$ cat src/design/u8dec_pkg.sv
// Shared types, constants and helper functions for the lenient UTF-8 decoder.
package u8dec_pkg;

   localparam int ByteW      = 8;
   localparam int ContW      = 6;
   localparam int MaxCont    = 7;
   localparam int CountW     = 3;
   localparam int CodeW      = 31;
   localparam int DataW      = 32;
   localparam int StepW      = 4;
   localparam int QueueDepth = 2;

   // Longest sequence that is assembled; longer ones always fall back.
   localparam logic [CountW-1:0] MaxShortNeed = 3'd5;
   localparam logic [ByteW-1:0]  ContMarker   = 8'h80;
   localparam logic [ByteW-1:0]  LeadMask     = 8'h7F;

   typedef logic [MaxCont-1:0][ContW-1:0] conts_type;

   // One unit of work for the emitter: an optional fallback (lead byte and
   // buffered continuation bytes, replayed raw), then an optional tail word.
   typedef struct packed {
      logic                 fallback;
      logic [ByteW-1:0]     lead;
      logic [CountW-1:0]    ncont;
      conts_type            conts;
      logic                 tail_valid;
      logic [CodeW-1:0]     tail;
   } job_type;

   // Number of continuation bytes that a lead byte of 0xC0 or above calls for.
   function automatic logic [CountW-1:0] needed_for(input logic [ByteW-1:0] lead);
      logic [CountW-1:0] k;
      if (!lead[5]) begin
         k = 3'd1;
      end else if (!lead[4]) begin
         k = 3'd2;
      end else if (!lead[3]) begin
         k = 3'd3;
      end else if (!lead[2]) begin
         k = 3'd4;
      end else if (!lead[1]) begin
         k = 3'd5;
      end else if (!lead[0]) begin
         k = 3'd6;
      end else begin
         k = 3'd7;
      end
      return k;
   endfunction

   // Builds the code point of a completed sequence of one to five continuations.
   function automatic logic [CodeW-1:0] assemble(input logic [ByteW-1:0]  lead,
                                                 input conts_type         conts,
                                                 input logic [CountW-1:0] k);
      logic [ByteW-1:0]  lsh;
      logic [DataW-1:0]  lp;
      logic [DataW-1:0]  res;
      lsh = (lead << k) & LeadMask;
      lp  = {24'd0, lsh};
      case (k)
         3'd1: res = (lp << 5)  | {26'd0, conts[0]};
         3'd2: res = (lp << 10) | {20'd0, conts[0], conts[1]};
         3'd3: res = (lp << 15) | {14'd0, conts[0], conts[1], conts[2]};
         3'd4: res = (lp << 20) | {8'd0, conts[0], conts[1], conts[2], conts[3]};
         3'd5: res = (lp << 25) | {2'd0, conts[0], conts[1], conts[2], conts[3],
                                   conts[4]};
         default: res = '0;
      endcase
      return res[CodeW-1:0];
   endfunction

endpackage

$ cat src/design/utf8_lenient_decoder.sv
// Lenient six-byte UTF-8 decoder top level: front end, job queue and emitter.
// Words pass from the job queue through the emitter's job register to its output register.
// Throughput: one byte per cycle while each byte yields at most one word and the output
// is ready; a fallback of n words holds the emitter, and the job queue absorbs that until
// it fills. The emitter, one word per cycle unless stalled, sets the sustained rate.
// Reset (synchronous, active high) closes any open sequence and empties queue and output.
module utf8_lenient_decoder #(
   parameter int QueueDepth = u8dec_pkg::QueueDepth
) (
   input  logic        clock,
   input  logic        reset,
   // Byte input channel.
   input  logic        req_tvalid,
   output logic        req_tready,
   input  logic [7:0]  req_tdata,   // [7:0] in_byte
   input  logic        req_tlast,   // end_of_text
   // Code point output channel.
   output logic        rsp_tvalid,
   input  logic        rsp_tready,
   output logic [31:0] rsp_tdata,   // [30:0] code_point, [31] zero
   output logic        rsp_tlast    // last_of_run
);

   logic                        accept;
   logic                        push;
   u8dec_pkg::job_type          push_job;
   logic                        queue_full;
   logic                        queue_valid;
   u8dec_pkg::job_type          queue_head;
   logic                        queue_pop;
   logic [u8dec_pkg::CodeW-1:0] code_point;

   // A byte is taken whenever the queue has room for the job it may create.
   // Bytes that only open or extend a sequence create no job at all.
   assign req_tready = !queue_full;
   assign accept     = req_tvalid && req_tready;

   // The front end holds the pending sequence (lead byte, counts and the
   // buffered continuation payloads) and settles each byte in the cycle it
   // is accepted: a completed code point, a fallback replay, a raw byte, or
   // a combination of a fallback and the byte that broke the sequence.
   u8dec_front u_front (
      .clock       (clock),
      .reset       (reset),
      .accept      (accept),
      .in_byte     (req_tdata),
      .end_of_text (req_tlast),
      .push        (push),
      .job         (push_job)
   );

   // Jobs carry a copy of everything the emitter needs, so the front end
   // can move on to the next sequence while a replay is still going out.
   u8dec_queue #(
      .Depth (QueueDepth)
   ) u_queue (
      .clock    (clock),
      .reset    (reset),
      .push     (push),
      .push_job (push_job),
      .full     (queue_full),
      .pop      (queue_pop),
      .valid    (queue_valid),
      .head     (queue_head)
   );

   // The emitter walks through a job one word at a time and flags the final
   // word of each job, which is the final word caused by its input byte.
   u8dec_back u_back (
      .clock     (clock),
      .reset     (reset),
      .job_valid (queue_valid),
      .job       (queue_head),
      .job_pop   (queue_pop),
      .out_valid (rsp_tvalid),
      .out_code  (code_point),
      .out_last  (rsp_tlast),
      .out_ready (rsp_tready)
   );

   assign rsp_tdata = {1'b0, code_point};

endmodule

$ cat src/design/u8dec_front.sv
// Front end: tracks the open sequence and turns each byte into emitter jobs.
module u8dec_front (
   input  logic                        clock,
   input  logic                        reset,
   input  logic                        accept,
   input  logic [u8dec_pkg::ByteW-1:0] in_byte,
   input  logic                        end_of_text,
   output logic                        push,
   output u8dec_pkg::job_type          job
);

   logic                          in_seq_ff, in_seq_in;
   logic [u8dec_pkg::ByteW-1:0]   lead_ff, lead_in;
   logic [u8dec_pkg::CountW-1:0]  need_ff, need_in;
   logic [u8dec_pkg::CountW-1:0]  seen_ff, seen_in;
   u8dec_pkg::conts_type          cont_bits_ff, cont_bits_in;

   u8dec_pkg::conts_type          conts_new;
   logic [u8dec_pkg::CountW-1:0]  seen_plus;
   logic                          is_cont;
   logic                          starts;

   always_comb begin
      is_cont   = (in_byte[7:6] == 2'b10);
      starts    = (in_byte[7:6] == 2'b11) && !end_of_text;
      seen_plus = seen_ff + 3'd1;
      conts_new = cont_bits_ff;
      conts_new[seen_ff] = in_byte[u8dec_pkg::ContW-1:0];

      in_seq_in    = in_seq_ff;
      lead_in      = lead_ff;
      need_in      = need_ff;
      seen_in      = seen_ff;
      cont_bits_in = cont_bits_ff;
      push         = 1'b0;
      job          = '0;

      if (accept) begin
         if (in_seq_ff && is_cont) begin
            cont_bits_in = conts_new;
            seen_in      = seen_plus;
            if (seen_plus >= need_ff || end_of_text) begin
               in_seq_in = 1'b0;
               seen_in   = '0;
               need_in   = '0;
               push      = 1'b1;
               if (seen_plus >= need_ff && need_ff <= u8dec_pkg::MaxShortNeed) begin
                  job.tail_valid = 1'b1;
                  job.tail       = u8dec_pkg::assemble(lead_ff, conts_new, need_ff);
               end else begin
                  // Sequence too long, or cut short by the end of the text.
                  job.fallback = 1'b1;
                  job.lead     = lead_ff;
                  job.ncont    = seen_plus;
                  job.conts    = conts_new;
               end
            end
         end else begin
            if (in_seq_ff) begin
               // A non-continuation byte breaks the open sequence.
               job.fallback = 1'b1;
               job.lead     = lead_ff;
               job.ncont    = seen_ff;
               job.conts    = cont_bits_ff;
               push         = 1'b1;
            end
            in_seq_in = 1'b0;
            seen_in   = '0;
            need_in   = '0;
            if (starts) begin
               in_seq_in = 1'b1;
               lead_in   = in_byte;
               need_in   = u8dec_pkg::needed_for(in_byte);
            end else begin
               job.tail_valid = 1'b1;
               job.tail       = {23'd0, in_byte};
               push           = 1'b1;
            end
         end
      end
   end

   always_ff @(posedge clock) begin
      if (reset) begin
         in_seq_ff <= 1'b0;
         lead_ff   <= '0;
         need_ff   <= '0;
         seen_ff   <= '0;
      end else begin
         in_seq_ff <= in_seq_in;
         lead_ff   <= lead_in;
         need_ff   <= need_in;
         seen_ff   <= seen_in;
      end
   end

   always_ff @(posedge clock) begin
      cont_bits_ff <= cont_bits_in;
   end

endmodule

$ cat src/design/u8dec_queue.sv
// Small job queue between the front end and the emitter.
module u8dec_queue #(
   parameter int Depth = u8dec_pkg::QueueDepth
) (
   input  logic               clock,
   input  logic               reset,
   input  logic               push,
   input  u8dec_pkg::job_type push_job,
   output logic               full,
   input  logic               pop,
   output logic               valid,
   output u8dec_pkg::job_type head
);

   localparam int PtrW = (Depth > 1) ? $clog2(Depth) : 1;
   localparam int CntW = $clog2(Depth + 1);
   localparam logic [PtrW-1:0] LastPtr = PtrW'(Depth - 1);
   localparam logic [CntW-1:0] FullCnt = CntW'(Depth);

   u8dec_pkg::job_type        entry_ff [Depth];
   logic [PtrW-1:0]           wr_ptr_ff, wr_ptr_in;
   logic [PtrW-1:0]           rd_ptr_ff, rd_ptr_in;
   logic [CntW-1:0]           count_ff, count_in;
   logic                      do_push;
   logic                      do_pop;

   always_comb begin
      full    = (count_ff == FullCnt);
      valid   = (count_ff != '0);
      head    = entry_ff[rd_ptr_ff];
      do_push = push && !full;
      do_pop  = pop && valid;

      wr_ptr_in = wr_ptr_ff;
      rd_ptr_in = rd_ptr_ff;
      count_in  = count_ff;
      if (do_push) begin
         wr_ptr_in = (wr_ptr_ff == LastPtr) ? '0 : wr_ptr_ff + 1'b1;
      end
      if (do_pop) begin
         rd_ptr_in = (rd_ptr_ff == LastPtr) ? '0 : rd_ptr_ff + 1'b1;
      end
      if (do_push && !do_pop) begin
         count_in = count_ff + 1'b1;
      end else if (do_pop && !do_push) begin
         count_in = count_ff - 1'b1;
      end
   end

   always_ff @(posedge clock) begin
      if (reset) begin
         wr_ptr_ff <= '0;
         rd_ptr_ff <= '0;
         count_ff  <= '0;
      end else begin
         wr_ptr_ff <= wr_ptr_in;
         rd_ptr_ff <= rd_ptr_in;
         count_ff  <= count_in;
      end
   end

   always_ff @(posedge clock) begin
      if (do_push) begin
         entry_ff[wr_ptr_ff] <= push_job;
      end
   end

endmodule

$ cat src/design/u8dec_back.sv
// Emitter: plays out each job one word per cycle, while out_ready allows, into the output register.
module u8dec_back (
   input  logic                        clock,
   input  logic                        reset,
   input  logic                        job_valid,
   input  u8dec_pkg::job_type          job,
   output logic                        job_pop,
   output logic                        out_valid,
   output logic [u8dec_pkg::CodeW-1:0] out_code,
   output logic                        out_last,
   input  logic                        out_ready
);

   u8dec_pkg::job_type            job_ff, job_in;
   logic                          busy_ff, busy_in;
   logic [u8dec_pkg::StepW-1:0]   step_ff, step_in;
   logic                          out_valid_ff, out_valid_in;
   logic [u8dec_pkg::CodeW-1:0]   out_code_ff, out_code_in;
   logic                          out_last_ff, out_last_in;

   logic                          can_load;
   logic [u8dec_pkg::StepW-1:0]   total;
   logic [u8dec_pkg::StepW-1:0]   step_next;
   logic [u8dec_pkg::CountW-1:0]  cont_idx;
   logic [u8dec_pkg::CodeW-1:0]   word;
   logic                          word_last;

   always_comb begin
      can_load  = !out_valid_ff || out_ready;
      total     = {3'd0, job_ff.fallback} + {1'b0, job_ff.ncont}
                  + {3'd0, job_ff.tail_valid};
      step_next = step_ff + 4'd1;
      word_last = (step_next == total);
      cont_idx  = step_ff[u8dec_pkg::CountW-1:0] - 3'd1;

      if (job_ff.fallback && step_ff == '0) begin
         word = {23'd0, job_ff.lead};
      end else if (job_ff.fallback && step_ff <= {1'b0, job_ff.ncont}) begin
         word = {23'd0, u8dec_pkg::ContMarker | {2'b00, job_ff.conts[cont_idx]}};
      end else begin
         word = job_ff.tail;
      end

      job_pop = job_valid && (!busy_ff || (can_load && word_last));

      job_in  = job_ff;
      busy_in = busy_ff;
      step_in = step_ff;
      if (busy_ff && can_load) begin
         step_in = step_next;
         if (word_last) begin
            busy_in = 1'b0;
         end
      end
      if (job_pop) begin
         job_in  = job;
         busy_in = 1'b1;
         step_in = '0;
      end

      out_valid_in = out_valid_ff;
      out_code_in  = out_code_ff;
      out_last_in  = out_last_ff;
      if (can_load) begin
         out_valid_in = busy_ff;
         out_code_in  = word;
         out_last_in  = word_last;
      end
   end

   always_ff @(posedge clock) begin
      if (reset) begin
         busy_ff      <= 1'b0;
         step_ff      <= '0;
         out_valid_ff <= 1'b0;
      end else begin
         busy_ff      <= busy_in;
         step_ff      <= step_in;
         out_valid_ff <= out_valid_in;
      end
   end

   always_ff @(posedge clock) begin
      job_ff      <= job_in;
      out_code_ff <= out_code_in;
      out_last_ff <= out_last_in;
   end

   assign out_valid = out_valid_ff;
   assign out_code  = out_code_ff;
   assign out_last  = out_last_ff;

endmodule
$ cat config.mk
export PLATFORM = sky130hd
export DESIGN_NAME = utf8_lenient_decoder
export DESIGN_NICKNAME = d
export VERILOG_FILES = /design/src/design/u8dec_pkg.sv /design/src/design/utf8_lenient_decoder.sv /design/src/design/u8dec_front.sv /design/src/design/u8dec_queue.sv /design/src/design/u8dec_back.sv
export SDC_FILE = /design/constraint.sdc
export NUM_CORES = 1
export LEC_CHECK = 0
export BUFFER_PORTS_ARGS = -buffer_cell sky130_fd_sc_hd__buf_2
export CELL_PAD_IN_SITES_DETAIL_PLACEMENT = 1
export CELL_PAD_IN_SITES_GLOBAL_PLACEMENT = 1
export CORE_ASPECT_RATIO = 0.75
export CORE_MARGIN = 2
export CORE_UTILIZATION = 54
export CTS_BUF_LIST = sky130_fd_sc_hd__clkbuf_8
export DETAILED_ROUTE_END_ITERATION = 8
export PLACE_DENSITY_LB_ADDON = 0.1
export SLEW_MARGIN = 15
export SYNTH_ARGS = -nofsm -noshare
export SYNTH_HDL_FRONTEND = slang
export SYNTH_SLANG_ARGS = --single-unit
$ cat constraint.sdc
create_clock -name clock -period 10 [get_ports clock]
set_clock_uncertainty 0.15 [all_clocks]
set_input_delay 1 -clock clock [delete_from_list [all_inputs] [get_ports clock]]
set_output_delay 1 -clock clock [all_outputs]
set_load 0.02 [all_outputs]
==> summary.txt <==
Synthesis
  • Post-Synthesis Cell Area: 15700 µm²
  • Ys async rst share: 0%
  • Post-Synthesis Cells: 1100
  • Synth cell types: 70
  • Post-synthesis sequential area ratio: 66.8%
  • Yosys top cell by area: edfxtp_1
  • Commonest cells post-synth: 332 x edfxtp_1, 124 x mux2_2, 99 x nor2_1
  • Share of the synthesized area in the top cell type: 63.6%
  • Post-Syn Area per Cell: 14.3 µm²
  • Top_reg_cell synth: edfxtp_1
  • EDFF count, synth: 332
  • FF+latch count, synth: 357
  • Synth Warn #: 0
  • Dominant cells by area after synthesis: edfxtp_1 64%, mux2_2 8.9%, dfxtp_1 3.2%
  • Count leader, synth: edfxtp_1
  • Mapped Nets: 1126

Timing
  • Setup TNS: 0 ns
  • Final setup viols: 0
  • Fmax: 0.234 GHz
  • Worst slew pin tran: 1.05 ns
  • Min Hold Slack: 0.340 ns
  • Max-slew violation count: 0
  • Final hold vios: 0
  • Worst slew margin: 29.6%
  • Min Tclk post-route: 4.27 ns
  • RSZ-0062 raised after global routing: false
  • Period utilisation layout: 42.7%

Routing
  • Vias per Instance: 6.18
  • Met3 WL: 2990 µm
  • Number of antenna-violating nets in the routed design: 0
  • DR top layer: met4
  • DR DRC count: 0
  • Vias: 9753
  • Met1 layer wirelength in the final routing: 18300 µm
  • Drt total wl: 40600 µm
  • Drt first-iter violations: 924
  • Met2 routed WL: 18600 µm
  • Routed len/inst: 25.8 µm
  • DR pass1 iterations: 5

Final layout
  • Fillers: 2695
  • Area delta synth->final: 10.8%
  • Layout cell share with drive strength beyond 1: 24.3%
  • Nets@finish: 1176
  • Antenna fix cells: 0
  • Core Util, Final: 61.3%

Setup path
  • Critical path's most frequent cell: nor2_1
  • Critical path type: reg2reg
  • Max incr delay on CP: 0.93 ns
  • WP data arrival: 4.35 ns
  • CP Launch Type: register
  • Critical path peak fanout: 86
  • CP endpoint kind: register
  • Cell Chain, Critical Path: clkinv_1 > ha_1 > xor2_1 > nor2_1 > and4_1 > nor2_1 > clkinv_2 > buf_6
  • CP max stage cell: ha_1
  • Worst R2R Path Depth: 8
  • Required @ worst endpoint: 10.08 ns

Floorplanning
  • Core area: 28300 µm²
  • Floorplan row count: 53
  • I/O pins: 48
  • Initial Util: 55.4%
  • Die Area: 30400 µm²
  • Die Ht: 152 µm
  • Die Wd: 201 µm

Placed design
  • Port Buffer Count: 46
  • RePlAce Congestion: 0.877
  • HPWL Detailed: 26200 µm

Clocking
  • CTS hold repair buffers: 0
  • Max clock buf depth: 3
  • TritonCTS clock tree: done
  • Clock sink total: 357
  • Postcts setup bufs: 0
  • Resized cells post-CTS: 0
  • Cts bufs inserted: 55
  • Clock Latency Late Sink: 0.61 ns
  • CTS root buffer: clkbuf_8
  • Worst-path clk slew: 0.06 ns
  • H-tree depth: 2

Global route
  • First-pass GRT wire length: 61700 µm
  • All-Layer GR Usage: 27.1%
  • Pin count of the biggest net entering global routing: 87
  • Vias in the first global route: 10100
  • Overflow after GRT: 0
  • Initial antenna violation count: 1

Power and ir drop
  • Static leakage: 6.15 nW
  • PwrDens: 257 nW/µm²
  • Peak VDD IR: 0.221 mV

Status
  • Status: finished, final reports clean

Run
  • MaxCap Viol Count: 0

Worst hold path
  • Hold Path Stages: 2
  • Hold Crit Class: reg2reg
## critical path: cells and delay by family, from the launching register on
kind / cells / cell delay, ns
xor+xnor: 1 / 0.14
flops: 1 / 0.76
simple gates: 3 / 0.64
buf+inv: 3 / 1.20
fa+ha+maj: 1 / 0.93
## placed cells by master (no fill, tap or decap), drive strengths merged, types with 7 or more instances in the layout
cell	count
clkinv	20
inv	46
a21oi	39
mux2i	26
a32oi	47
edfxtp	332
dfxtp	25
nand3	12
o21ai	29
o211ai	10
nor2	99
nand2b	8
xor2	7
and2	34
nand3b	7
buf	64
nand2	64
clkbuf	56
nor2b	11
nor3	8
mux2	127
ha	12
## flip-flops by register name, indices dropped and copies added, names as in the netlist
signal / flops
u_back.out_code: 31
u_front.in_seq_ff: 1
u_front.need_ff: 3
u_queue.wr_ptr_ff: 1
u_queue.rd_ptr_ff: 1
u_back.job_ff: 86
u_queue.count_ff: 2
u_back.busy_ff: 1
u_front.cont_bits_ff: 42
u_back.step_ff: 4
u_back.out_valid: 1
u_queue.entry_ff: 172
u_front.seen_ff: 3
u_back.out_last: 1
u_front.lead_ff: 8
## worst paths after layout
check                     start  slack, ns            endpoint
max           u_back.step_ff[0]       5.73   u_back.job_ff[24]
min          u_front.lead_ff[6]       0.34  u_front.lead_ff[6]
max reg2reg   u_back.step_ff[0]       5.73   u_back.job_ff[24]
min reg2reg  u_front.lead_ff[6]       0.34  u_front.lead_ff[6]
## kinds of logic (layout without fill, tap and decap cells)
group | count (synthesis) | after routing | synth area share (%)
buffers and inverters | 103 | 195 | 2.71
other | 1 | 1 | 0.0239
DFF | 357 | 357 | 66.8
AOI/OAI and AO/OA | 181 | 181 | 8.30
adders and majority gates | 13 | 13 | 1.09
muxes | 159 | 159 | 11.7
and+or+nand+nor | 272 | 272 | 8.49
xor gates and xnor gates | 14 | 14 | 0.870
## through the flow
stage | cell area, µm² | setup WS [ns] | power [mW] | instances
6_report | 17400 | 5.73 | 4.46 | 1577
2_1_floorplan | 15700 | 1.88 | 2.88 | 1100
4_1_cts | 17400 | 5.45 | 4.50 | 1577
3_5_place_dp | 16300 | 5.49 | 3.26 | 1478
3_3_place_gp | 16300 | 5.79 | 3.20 | 1478
5_1_grt | 17400 | 5.40 | 4.65 | 1577
## per-layer routing
| metal | vias up | GRT usage, % |
|---|---|---|
| met4 | 0 | 7.26 |
| met2 | 393 | 41.9 |
| met1 | 4983 | 40.0 |
| li1 | 4317 | - |
| met5 | - | 0 |
| met3 | 60 | 4.73 |
## power by group
group | switching, mW | internal (mW)
clock | 0.569 | 0.674
sequential | 0.150 | 2.09
combinational | 0.635 | 0.343
total | 1.35 | 3.10
## layout make-up
| class | count | area, µm² | share of cell area [%] |
|---|---|---|---|
| inverter | 32 | 121 | 0.699 |
| tap | 385 | 482 | 2.77 |
| clock inverter | 43 | 335 | 1.93 |
| sequential | 357 | 10500 | 60.3 |
| clock buffer | 56 | 771 | 4.44 |
| timing repair buffer | 64 | 369 | 2.13 |
| multi-input combinational | 640 | 4810 | 27.7 |
Note: power is estimated with default switching activity, not from simulation.
